===== src/rtl/stt_pkg.sv =====
package stt_pkg;

	localparam int LINE_BITS = 16;
	localparam int KIND_BITS = 5;
	localparam int KW_BITS   = 4;

	typedef enum logic [1:0] {
		MODE_IDLE   = 2'd0,
		MODE_IDENT  = 2'd1,
		MODE_NUMBER = 2'd2,
		MODE_EQ     = 2'd3
	} mode_t;

	typedef logic [KIND_BITS-1:0] kind_t;
	typedef logic [KW_BITS-1:0]   kw_t;

	localparam kind_t KIND_IDENT  = 5'd0;
	localparam kind_t KIND_IF     = 5'd1;
	localparam kind_t KIND_WHILE  = 5'd2;
	localparam kind_t KIND_VAR    = 5'd3;
	localparam kind_t KIND_NUMBER = 5'd4;
	localparam kind_t KIND_EOF    = 5'd5;
	localparam kind_t KIND_LBRACE = 5'd6;
	localparam kind_t KIND_RBRACE = 5'd7;
	localparam kind_t KIND_LPAREN = 5'd8;
	localparam kind_t KIND_RPAREN = 5'd9;
	localparam kind_t KIND_LBRACK = 5'd10;
	localparam kind_t KIND_RBRACK = 5'd11;
	localparam kind_t KIND_GT     = 5'd12;
	localparam kind_t KIND_LT     = 5'd13;
	localparam kind_t KIND_PLUS   = 5'd14;
	localparam kind_t KIND_MINUS  = 5'd15;
	localparam kind_t KIND_STAR   = 5'd16;
	localparam kind_t KIND_SLASH  = 5'd17;
	localparam kind_t KIND_ASSIGN = 5'd18;
	localparam kind_t KIND_EQ     = 5'd19;
	localparam kind_t KIND_SEMI   = 5'd20;
	localparam kind_t KIND_COLON  = 5'd21;
	localparam kind_t KIND_ERROR  = 5'd22;

	// keyword prefix tracker codes
	localparam kw_t KW_NONE  = 4'd0;
	localparam kw_t KW_I     = 4'd1;
	localparam kw_t KW_IF    = 4'd2;
	localparam kw_t KW_W     = 4'd3;
	localparam kw_t KW_WH    = 4'd4;
	localparam kw_t KW_WHI   = 4'd5;
	localparam kw_t KW_WHIL  = 4'd6;
	localparam kw_t KW_WHILE = 4'd7;
	localparam kw_t KW_V     = 4'd8;
	localparam kw_t KW_VA    = 4'd9;
	localparam kw_t KW_VAR   = 4'd10;

	localparam logic [7:0] CH_NUL   = 8'h00;
	localparam logic [7:0] CH_TAB   = 8'h09;
	localparam logic [7:0] CH_NL    = 8'h0A;
	localparam logic [7:0] CH_SPACE = 8'h20;
	localparam logic [7:0] CH_DOT   = 8'h2E;
	localparam logic [7:0] CH_EQ    = 8'h3D;
	localparam logic [7:0] CH_US    = 8'h5F;

endpackage


===== src/rtl/stt_scan.sv =====
module stt_scan #(
	parameter int OFFSET_BITS = 16,
	parameter int LENGTH_MAX  = 255,
	parameter int LEN_BITS    = 8,
	parameter int TOK_BITS    = 46
) (
	input  logic                clk,
	input  logic                arst_n,
	input  logic                take,
	input  logic [7:0]          character,
	output logic [1:0]          emit_cnt,
	output logic [TOK_BITS-1:0] tok0,
	output logic [TOK_BITS-1:0] tok1
);

	localparam logic [LEN_BITS-1:0] LenSat = LEN_BITS'(LENGTH_MAX);
	localparam logic [LEN_BITS-1:0] LenOne = LEN_BITS'(1);
	localparam logic [LEN_BITS-1:0] LenTwo = LEN_BITS'(2);

	stt_pkg::mode_t                mode_q, mode_d;
	stt_pkg::kw_t                  kw_q, kw_d;
	logic [LEN_BITS-1:0]           run_len_q, run_len_d;
	logic [OFFSET_BITS-1:0]        run_start_q, run_start_d;
	logic [OFFSET_BITS-1:0]        off_q;
	logic [stt_pkg::LINE_BITS-1:0] line_q, line_d;

	logic is_ws, is_alpha, is_digit, is_dot, is_us, is_eq, is_nul;

	logic                fr_emit, fr_run, fr_nl;
	stt_pkg::kind_t      fr_kind;
	logic [LEN_BITS-1:0] fr_len;
	stt_pkg::mode_t      fr_mode;
	stt_pkg::kw_t        fr_kw;

	logic                end_emit, use_fresh, fresh_emit;
	stt_pkg::kind_t      end_kind;
	logic [LEN_BITS-1:0] end_len, run_len_inc;

	function automatic stt_pkg::kw_t kw_first(input logic [7:0] c);
		stt_pkg::kw_t r;
		case (c)
			"i":     r = stt_pkg::KW_I;
			"w":     r = stt_pkg::KW_W;
			"v":     r = stt_pkg::KW_V;
			default: r = stt_pkg::KW_NONE;
		endcase
		return r;
	endfunction

	function automatic stt_pkg::kw_t kw_next(input stt_pkg::kw_t p, input logic [7:0] c);
		stt_pkg::kw_t r;
		r = stt_pkg::KW_NONE;
		case (p)
			stt_pkg::KW_I:    if (c == "f") r = stt_pkg::KW_IF;
			stt_pkg::KW_W:    if (c == "h") r = stt_pkg::KW_WH;
			stt_pkg::KW_WH:   if (c == "i") r = stt_pkg::KW_WHI;
			stt_pkg::KW_WHI:  if (c == "l") r = stt_pkg::KW_WHIL;
			stt_pkg::KW_WHIL: if (c == "e") r = stt_pkg::KW_WHILE;
			stt_pkg::KW_V:    if (c == "a") r = stt_pkg::KW_VA;
			stt_pkg::KW_VA:   if (c == "r") r = stt_pkg::KW_VAR;
			default:          r = stt_pkg::KW_NONE;
		endcase
		return r;
	endfunction

	function automatic stt_pkg::kind_t symbol_kind(input logic [7:0] c);
		stt_pkg::kind_t r;
		case (c)
			"{":     r = stt_pkg::KIND_LBRACE;
			"}":     r = stt_pkg::KIND_RBRACE;
			"(":     r = stt_pkg::KIND_LPAREN;
			")":     r = stt_pkg::KIND_RPAREN;
			"[":     r = stt_pkg::KIND_LBRACK;
			"]":     r = stt_pkg::KIND_RBRACK;
			">":     r = stt_pkg::KIND_GT;
			"<":     r = stt_pkg::KIND_LT;
			"+":     r = stt_pkg::KIND_PLUS;
			"-":     r = stt_pkg::KIND_MINUS;
			"*":     r = stt_pkg::KIND_STAR;
			"/":     r = stt_pkg::KIND_SLASH;
			";":     r = stt_pkg::KIND_SEMI;
			":":     r = stt_pkg::KIND_COLON;
			default: r = stt_pkg::KIND_ERROR;
		endcase
		return r;
	endfunction

	function automatic stt_pkg::kind_t ident_kind(input stt_pkg::kw_t p);
		stt_pkg::kind_t r;
		case (p)
			stt_pkg::KW_IF:    r = stt_pkg::KIND_IF;
			stt_pkg::KW_WHILE: r = stt_pkg::KIND_WHILE;
			stt_pkg::KW_VAR:   r = stt_pkg::KIND_VAR;
			default:           r = stt_pkg::KIND_IDENT;
		endcase
		return r;
	endfunction

	assign is_ws    = (character == stt_pkg::CH_SPACE) || (character == stt_pkg::CH_TAB) ||
	                  (character == stt_pkg::CH_NL);
	assign is_alpha = ((character >= "a") && (character <= "z")) ||
	                  ((character >= "A") && (character <= "Z"));
	assign is_digit = (character >= "0") && (character <= "9");
	assign is_dot   = character == stt_pkg::CH_DOT;
	assign is_us    = character == stt_pkg::CH_US;
	assign is_eq    = character == stt_pkg::CH_EQ;
	assign is_nul   = character == stt_pkg::CH_NUL;

	assign run_len_inc = (run_len_q >= LenSat) ? LenSat : run_len_q + LenOne;

	// what the character does when no token is pending
	always_comb begin
		fr_emit = 1'b0;
		fr_run  = 1'b0;
		fr_nl   = 1'b0;
		fr_kind = stt_pkg::KIND_ERROR;
		fr_len  = LenOne;
		fr_mode = stt_pkg::MODE_IDLE;
		fr_kw   = stt_pkg::KW_NONE;
		if (is_ws) begin
			fr_nl = character == stt_pkg::CH_NL;
		end else if (is_alpha) begin
			fr_run  = 1'b1;
			fr_mode = stt_pkg::MODE_IDENT;
			fr_kw   = kw_first(character);
		end else if (is_digit || is_dot) begin
			fr_run  = 1'b1;
			fr_mode = stt_pkg::MODE_NUMBER;
		end else if (is_eq) begin
			fr_run  = 1'b1;
			fr_mode = stt_pkg::MODE_EQ;
		end else if (is_nul) begin
			fr_emit = 1'b1;
			fr_kind = stt_pkg::KIND_EOF;
			fr_len  = '0;
		end else begin
			fr_emit = 1'b1;
			fr_kind = symbol_kind(character);
		end
	end

	always_comb begin
		end_emit    = 1'b0;
		end_kind    = stt_pkg::KIND_IDENT;
		end_len     = run_len_q;
		use_fresh   = 1'b0;
		mode_d      = mode_q;
		kw_d        = kw_q;
		run_len_d   = run_len_q;
		run_start_d = run_start_q;
		line_d      = line_q;
		case (mode_q)
			stt_pkg::MODE_IDENT: begin
				if (is_alpha || is_digit || is_us) begin
					run_len_d = run_len_inc;
					kw_d      = kw_next(kw_q, character);
				end else begin
					end_emit  = 1'b1;
					end_kind  = ident_kind(kw_q);
					use_fresh = 1'b1;
				end
			end
			stt_pkg::MODE_NUMBER: begin
				if (is_digit || is_dot) begin
					run_len_d = run_len_inc;
				end else begin
					end_emit  = 1'b1;
					end_kind  = stt_pkg::KIND_NUMBER;
					use_fresh = 1'b1;
				end
			end
			stt_pkg::MODE_EQ: begin
				end_emit = 1'b1;
				if (is_eq) begin
					end_kind  = stt_pkg::KIND_EQ;
					end_len   = LenTwo;
					mode_d    = stt_pkg::MODE_IDLE;
					kw_d      = stt_pkg::KW_NONE;
					run_len_d = '0;
				end else begin
					end_kind  = stt_pkg::KIND_ASSIGN;
					end_len   = LenOne;
					use_fresh = 1'b1;
				end
			end
			default: begin
				use_fresh = 1'b1;
			end
		endcase
		if (use_fresh) begin
			mode_d    = fr_mode;
			kw_d      = fr_kw;
			run_len_d = fr_run ? LenOne : '0;
			if (fr_run) begin
				run_start_d = off_q;
			end
			if (fr_nl && (line_q != '1)) begin
				line_d = line_q + 1'b1;
			end
		end
	end

	assign fresh_emit = use_fresh && fr_emit;
	assign emit_cnt   = {end_emit && fresh_emit, end_emit ^ fresh_emit};

	// every token of one character carries the line count from before it
	assign tok1 = {fr_kind, off_q, fr_len, line_q, 1'b1};
	assign tok0 = end_emit ? {end_kind, run_start_q, end_len, line_q, !fresh_emit} : tok1;

	always_ff @(posedge clk or negedge arst_n) begin
		if (!arst_n) begin
			mode_q      <= stt_pkg::MODE_IDLE;
			kw_q        <= stt_pkg::KW_NONE;
			run_len_q   <= '0;
			run_start_q <= '0;
			off_q       <= '0;
			line_q      <= '0;
		end else if (take) begin
			mode_q      <= mode_d;
			kw_q        <= kw_d;
			run_len_q   <= run_len_d;
			run_start_q <= run_start_d;
			off_q       <= off_q + 1'b1;
			line_q      <= line_d;
		end
	end

	a_eq_single_char: assert property (@(posedge clk) disable iff (!arst_n)
		(mode_q == stt_pkg::MODE_EQ) |-> (run_len_q == LenOne))
		else $error("pending '=' run with length other than one");

	a_line_monotonic: assert property (@(posedge clk) disable iff (!arst_n)
		1'b1 |=> (line_q >= $past(line_q)))
		else $error("line count went backwards");

	a_idle_no_run: assert property (@(posedge clk) disable iff (!arst_n)
		(mode_q == stt_pkg::MODE_IDLE) |-> (run_len_q == '0))
		else $error("idle with a nonzero run length");

endmodule


===== src/rtl/stt_fifo.sv =====
module stt_fifo #(
	parameter int WIDTH = 46,
	parameter int DEPTH = 4
) (
	input  logic             clk,
	input  logic             arst_n,
	input  logic [1:0]       push_cnt,
	input  logic [WIDTH-1:0] push0,
	input  logic [WIDTH-1:0] push1,
	input  logic             pop,
	output logic             room2,
	output logic             not_empty,
	output logic [WIDTH-1:0] head
);

	localparam int PtrBits = $clog2(DEPTH);
	localparam int CntBits = $clog2(DEPTH + 1);

	logic [WIDTH-1:0]   mem [DEPTH];
	logic [PtrBits-1:0] wr_ptr_q, rd_ptr_q, wr_ptr_nx;
	logic [CntBits-1:0] cnt_q;
	logic               pop_ok;

	assign wr_ptr_nx = wr_ptr_q + 1'b1;
	assign pop_ok    = pop && not_empty;
	assign not_empty = cnt_q != '0;
	assign room2     = cnt_q <= CntBits'(DEPTH - 2);
	assign head      = mem[rd_ptr_q];

	always_ff @(posedge clk) begin
		if (push_cnt != 2'd0) begin
			mem[wr_ptr_q] <= push0;
		end
		if (push_cnt == 2'd2) begin
			mem[wr_ptr_nx] <= push1;
		end
	end

	always_ff @(posedge clk or negedge arst_n) begin
		if (!arst_n) begin
			wr_ptr_q <= '0;
			rd_ptr_q <= '0;
			cnt_q    <= '0;
		end else begin
			wr_ptr_q <= wr_ptr_q + PtrBits'(push_cnt);
			if (pop_ok) begin
				rd_ptr_q <= rd_ptr_q + 1'b1;
			end
			cnt_q <= cnt_q + CntBits'(push_cnt) - CntBits'(pop_ok);
		end
	end

	a_no_overflow: assert property (@(posedge clk) disable iff (!arst_n)
		cnt_q <= CntBits'(DEPTH))
		else $error("token queue overflow");

	a_push_two: assert property (@(posedge clk) disable iff (!arst_n)
		(push_cnt == 2'd2 && !pop_ok) |=> (cnt_q == $past(cnt_q) + CntBits'(2)))
		else $error("double push lost an entry");

	a_push_room: assert property (@(posedge clk) disable iff (!arst_n)
		(push_cnt != 2'd0) |-> room2)
		else $error("push into queue without room");

endmodule


===== src/rtl/source_text_tokenizer_unit.sv =====
// a token is written into the token queue when the character that causes it is taken
// throughput: one character per cycle; a character that yields two tokens takes two queue
// entries, and the 4-entry token queue accepts characters while it has two free slots
// reset: arst_n clears scan mode, offsets, line count and the token queue at once
module source_text_tokenizer_unit #(
	parameter int OFFSET_BITS = 16,
	parameter int LENGTH_MAX  = 255,
	localparam int LenBits    = $clog2(LENGTH_MAX + 1)
) (
	input  logic                          clk,
	input  logic                          arst_n,
	input  logic                          src_valid,
	output logic                          src_ready,
	input  logic [7:0]                    character,
	output logic                          tok_valid,
	input  logic                          tok_ready,
	output logic [stt_pkg::KIND_BITS-1:0] token_kind,
	output logic [OFFSET_BITS-1:0]        token_start,
	output logic [LenBits-1:0]            token_length,
	output logic [stt_pkg::LINE_BITS-1:0] line_number,
	output logic                          last
);

	localparam int TokBits  = stt_pkg::KIND_BITS + OFFSET_BITS + LenBits + stt_pkg::LINE_BITS + 1;
	localparam int LineLo   = 1;
	localparam int LenLo    = LineLo + stt_pkg::LINE_BITS;
	localparam int StartLo  = LenLo + LenBits;
	localparam int KindLo   = StartLo + OFFSET_BITS;

	logic               take;
	logic [1:0]         emit_cnt, push_cnt;
	logic [TokBits-1:0] tok0, tok1, head;

	assign take     = src_valid && src_ready;
	assign push_cnt = take ? emit_cnt : 2'd0;

	stt_scan #(
		.OFFSET_BITS(OFFSET_BITS),
		.LENGTH_MAX (LENGTH_MAX),
		.LEN_BITS   (LenBits),
		.TOK_BITS   (TokBits)
	) u_scan (
		.clk      (clk),
		.arst_n   (arst_n),
		.take     (take),
		.character(character),
		.emit_cnt (emit_cnt),
		.tok0     (tok0),
		.tok1     (tok1)
	);

	stt_fifo #(
		.WIDTH(TokBits),
		.DEPTH(4)
	) u_fifo (
		.clk      (clk),
		.arst_n   (arst_n),
		.push_cnt (push_cnt),
		.push0    (tok0),
		.push1    (tok1),
		.pop      (tok_ready),
		.room2    (src_ready),
		.not_empty(tok_valid),
		.head     (head)
	);

	assign token_kind   = head[KindLo +: stt_pkg::KIND_BITS];
	assign token_start  = head[StartLo +: OFFSET_BITS];
	assign token_length = head[LenLo +: LenBits];
	assign line_number  = head[LineLo +: stt_pkg::LINE_BITS];
	assign last         = head[0];

endmodule


===== config.mk =====
export PLATFORM = sky130hd
export DESIGN_NAME = source_text_tokenizer_unit
export DESIGN_NICKNAME = d
export VERILOG_FILES = /design/src/rtl/stt_pkg.sv /design/src/rtl/stt_scan.sv /design/src/rtl/stt_fifo.sv /design/src/rtl/source_text_tokenizer_unit.sv
export SDC_FILE = /design/constraint.sdc
export NUM_CORES = 1
export LEC_CHECK = 0
export ABC_AREA = 1
export ABC_CLOCK_PERIOD_IN_PS = 5300
export BUFFER_PORTS_ARGS = -buffer_cell sky130_fd_sc_hd__buf_2
export CAP_MARGIN = 30
export CORE_MARGIN = 2
export CORE_UTILIZATION = 65
export CTS_BUF_LIST = sky130_fd_sc_hd__clkbuf_4
export DETAILED_ROUTE_END_ITERATION = 12
export GPL_TIMING_DRIVEN = 0
export HOLD_SLACK_MARGIN = 0.06
export MAX_ROUTING_LAYER = met4
export PLACE_DENSITY = 0.83
export SLEW_MARGIN = 20
export SYNTH_ARGS = -nofsm -noshare
export SYNTH_HDL_FRONTEND = slang
export SYNTH_HIERARCHICAL = 1
export SYNTH_SLANG_ARGS = --single-unit
export TNS_END_PERCENT = 20

===== constraint.sdc =====
create_clock -name clk -period 5.3 [get_ports clk]
set_clock_uncertainty 0.05 [all_clocks]
set_input_delay 1.06 -clock clk [delete_from_list [all_inputs] [get_ports clk]]
set_output_delay 1.06 -clock clk [all_outputs]
set_load 0.02 [all_outputs]

Word level (Yosys, flattened, before mapping)
Memory sizes are Yosys's and may differ from the RTL's. Index checks and enable logic that the tools add are counted.

$mul: 0. Bitwise logic cells: 1. $add $sub $neg: 8. Shifts and indexed selects: 0. Eq/ne operators: 47. Multiplexer cells: 66. Divide/modulo/power cells: 0. Order comparisons: 8. Reductions and logical operators: 27.

Operators by type and width (number): $eq 8x7->1 const B (14); $eq 8x6->1 const B (13); $mux 8 (10); $pmux 5 s14 (1); $mux 46 (1); $add 16x1->16 const B (2); $mux 5 (6); $mux 4 (7); $pmux 4 s7 (1); $pmux 8 s3 (1); $mux 2 (10); $mux 1 (18); $eq 4x3->1 const B (4); $eq 8x4->1 const B (2); $ge 8x7->1 const B (2); $le 8x7->1 const B (2); $ne 16x16->1 const B (1); $mux 3 (5); $pmux 5 s3 (1); $eq 4x4->1 const B (3); $pmux 4 s3 (1); $ne 3x1->1 const B (3); $reduce_and 3->1 (3); $add 8x1->8 const B (1); 25 further kinds (45).

Input port bits: 12. Bits in writable memories: 184. Flip-flop bits (word level): 69. Bits in read-only memories: 0. Latch bits: 0. Word-level logic and storage cells: 167. Memories: 1.

Memories: u_fifo.mem (words 4, width 46, read ports 1, clocked after Yosys merged registers in 0, wr ports 2, line stt_fifo.sv:19) `logic [WIDTH-1:0] mem [DEPTH];`.

Logic depth before layout (Yosys ltp)
Depth after elaboration: 13. Mapped depth: 22. Depth with buffers taken out: 19.

Modules after synthesis
The synthesis kept the hierarchy.

By module, submodules not included: stt_fifo (area an instance 10159.7 um^2, cells each 1258, instances 1, sequential area each 5700.5 um^2); stt_scan (area an instance 4329.2 um^2, cells each 630, instances 1, sequential area each 1551.5 um^2); source_text_tokenizer_unit (area an instance 22.5 um^2, cells each 6, instances 1, sequential area each 0.0 um^2).

Least setup slack after synthesis
No wires, ideal clock.

Path kind: in2reg. Start point: input port character[7]. End point: memory u_fifo.mem[1][0] (enable). Arrival time: 4035 ps. Library setup time: 571 ps. Stages: 21. Required time: 4679 ps. Path slack: 645 ps. Cells stage by stage: inv_1 nand2_1 nor2_2 nand2_2 nand2_1 nand2_1 inv_2 nand3_4 buf_2 nand3b_1 inv_1 ha_1 inv_1 nor2_1 inv_1 nand2_1 inv_2 nand2_1 buf_2 buf_2 nand2_1.

RTL lines: start, declared (line source_text_tokenizer_unit.sv:14) `input logic [7:0] character,`; end, declared (line stt_fifo.sv:19).

==> impl_metrics.toml <==
[power]
swShare = 0.4123
leakage_uw = 0.007899
irDropWorstVdd_mv = 0.2477
finalPower_uw = 7339
p_sw_uw = 3026
p_seq_frac = 0.356
p_per_area_mw_per_mm2 = 453.5
share_comb_of_total_power = 0.386
p_int_uw = 4313
clkPwrFrac = 0.257

[layout]
final_nets = 2055
seq_area_mm2 = 0.007252
final_layout_size_suffix_gt1_frac = 0.1460
syn_to_final_growth_pct = 11.54
post-route-cell-area_mm2 = 0.01619
multi_input_area_mm2 = 0.006095
fill_cells = 1715

[placement]
placement.io_buffers = 59
dpl_cell_area_mm2 = 0.01523
gp_congestion = 0.9383
dpl.hpwl_um = 27260

[worst_setup_path]
worstPathCellList = "buf_2 > inv_1 > nand2_1 > nor2_2 > nand2_2 > nand2_1 > nand2_1 > inv_2 > nand3_4 > buf_2 > nand3b_1 > inv_1 > ha_1 > inv_1 > nor2_1 > inv_1 > nand4_1 > buf_2 > buf_1 > nand2_4"
crit_fanout = 46
crit_start = "character[1]"
critPathCapture = "u_fifo/mem[0][22]$_DFFE_PP_"
cp.arrival_ns = 5.15
cp.required_ns = 5.43
rrSetupSlack_ns = 0.58
cp-end-kind = "flop"
critPathBufInv = 9
timing.rr.start = "u_scan/mode_q[0]$_DFFE_PN0P_"
critPathTopFamily = "simple AND/OR/NAND/NOR gates"
slowest_delay_ns = 0.65
crit_slowest_cell = "nand2_4"
worst_path_most_repeated_cell = "inv_1"
critPathLaunchType = "input pin"
cp_num_cells = 20
regToRegEndpoint = "u_fifo/mem[0][22]$_DFFE_PP_"
ff2ff_path_depth = 17
path_class = "input pin to flop"

[yosys]
ys_warn_count = 6
synth.most_common_cell = "nand2_1"
async_flop_share = 0.2727
yosys-top-cells-area = "edfxtp_1 38%, nand2_1 20%, dfrtp_1 12%"
yosysUniqueCellTypes = 36
syn_avg_cell_area_um2 = 7.662
syn_area_mm2 = 0.01451
synth_largest_area_cell = "edfxtp_1"
ys_seq_area_frac = 0.4997
ys.flop_type = "edfxtp_1"
yosys-top-cells-count = "776 x nand2_1, 189 x nand3_1, 184 x edfxtp_1, 153 x nor2_1, 136 x inv_1"
synth_enable_flop_cells = 184
synth_top_area_share = 0.3808
syn_inst = 1894
yosys_register_bits = 253

[sta]
setup_viol = 0
slew_viol_final = 0
hold_violations = 0
period_needed_ns = 5.022
max_slew_margin = 0.4364
rsz0062_at_grt = "false"
fmax_mhz = 199.1
tightest_slew_ns = 0.8366
fin_tns_setup_ns = 0
min_period_over_period = 0.9476

[routing]
vias = 13740
drtPass1Iterations = 8
vias_per_cell = 5.816
ant_nets = 0
drt-initial-drc-count = 1755
drc = 0
drt_wl_total_um = 41480
routedWlPerCell_um = 17.55

[floorplanning]
ios = 60
die_x_um = 153.4
die_area_mm2 = 0.02354
die_y_um = 153.4
rows = 54
start_util = 0.6629
fp.coreArea_mm2 = 0.02189

[clock_network]
cts_tree = "yes"
numCtsBuffers = 67
post_cts_buffers = 0
cts_buffer_depth = 3
clock-sinks = 253
ctsHoldBuffers = 0
insertion_delay_ns = 0.67
htreeDepth = 3
cts-root-buf = "clkbuf_4"
cts.repair.resized = 0
path_clk_slew_ns = 0.07

[grt]
grt_use_total = 0.3597
grt_max_degree = 47
overflow = 0
antenna_found_initial = 1
grt_pass1_wl_um = 65230
grt_pass1_vias = 13260

[outcome]
status = "finished clean"

[flow_run]
drv_cap = 0

[hold_path]
min_path_type = "input pin to asynchronous set/reset pin"
[layer usage]
| metal | vias up | share of wire | track usage |
|---|---|---|---|
| met5 | - | 0 | - |
| met4 | 0 | 0.032 | 0.1625 |
| met1 | 6268 | 0.37 | 0.4512 |
| met2 | 933 | 0.47 | 0.5663 |
| met3 | 163 | 0.12 | 0.07627 |
| li1 | 6380 | - | - |
[through the flow]
stage          utilization  hold slack, ns  instances  setup WS (ns)
2_1_floorplan            -          0.3915       1900         0.6447
3_3_place_gp        0.6934          0.4088       2239         -1.331
3_5_place_dp        0.6958          0.4194       2240        -0.1480
4_1_cts             0.7393          0.2687       2362         0.5138
5_1_grt             0.7394          0.2921       2363         0.2147
6_report            0.7394          0.2961       2363         0.2776
[worst min path at each step]
| stage | end | cells past startpoint |
|---|---|---|
| finish | u_fifo/cnt_q[0]$_DFF_PN0_ | 1 |
| global route | u_fifo/rd_ptr_q[1]$_DFFE_PN0P_ | 1 |
| CTS | u_scan/off_q[14]$_DFFE_PN0P_ | 1 |
| detailed placement | u_fifo/rd_ptr_q[1]$_DFFE_PN0P_ | 2 |
| global placement | u_fifo/rd_ptr_q[1]$_DFFE_PN0P_ | 2 |
| floorplan | u_fifo/rd_ptr_q[1]$_DFFE_PN0P_ | 2 |
[kinds of logic after synthesis]
logic type / Yosys count / share of synthesized area
compound gates: 164 / 0.05811
xor+xnor: 28 / 0.01690
fa+ha+maj: 14 / 0.01259
buf+inv: 267 / 0.08389
flops: 253 / 0.4997
other cells: 2 / 0.0005175
simple gates: 1166 / 0.3282
[power by group through the flow]
stage	Sequential (uW)	Combinational (uW)	Clock [uW]
3_3_place_gp	2650	2690	0
3_5_place_dp	2650	2770	0
5_1_grt	2640	3080	2030
6_report	2610	2840	1890
4_1_cts	2610	2790	1910
2_1_floorplan	2600	1860	0
[placed cells by master (no fill, tap or decap), types with 2 or more instances in the layout]
cell | synthesis | routed
ha_1 | 13 | 13
xnor2_1 | 7 | 7
clkinv_1 | 0 | 6
buf_4 | 37 | 38
dfrtp_1 | 69 | 69
o21ai_1 | 18 | 18
nor2_1 | 153 | 153
nand3_2 | 3 | 3
nand3b_1 | 3 | 3
clkbuf_1 | 24 | 24
nand2_2 | 6 | 6
nand3_4 | 2 | 2
bufinv_16 | 0 | 3
buf_2 | 55 | 113
xor2_1 | 21 | 21
edfxtp_1 | 184 | 184
nand2_1 | 776 | 772
o22ai_1 | 2 | 2
nand2_4 | 1 | 5
inv_1 | 136 | 136
buf_1 | 5 | 5
conb_1 | 2 | 8
clkbuf_4 | 0 | 110
nand3_1 | 189 | 189
o21ai_0 | 134 | 134
nor2_2 | 7 | 7
nand4_1 | 10 | 10
a21oi_1 | 5 | 5
inv_2 | 9 | 11
nor3_1 | 14 | 14
[cell type report]
cell class,instances,area share
Sequential cell,253,0.4481
Multi-Input combinational cell,1380,0.3765
Clock buffer,110,0.05102
Buffer,122,0.04159
Inverter,145,0.03363
Tap cell,280,0.02165
Timing Repair Buffer,60,0.01964
Clock inverter,12,0.007730
Antenna cell,1,0.0001546
[state kept, by name, summed over array words and instances, names as in the netlist]
| signal | flops |
|---|---|
| u_scan/mode_q | 2 |
| u_scan/off_q | 16 |
| u_scan/kw_q | 4 |
| u_scan/run_start_q | 16 |
| u_fifo/cnt_q | 3 |
| u_fifo/wr_ptr_q | 2 |
| u_fifo/mem | 184 |
| u_scan/line_q | 16 |
| u_fifo/rd_ptr_q | 2 |
| u_scan/run_len_q | 8 |
Power figures use the tool's default switching activity.
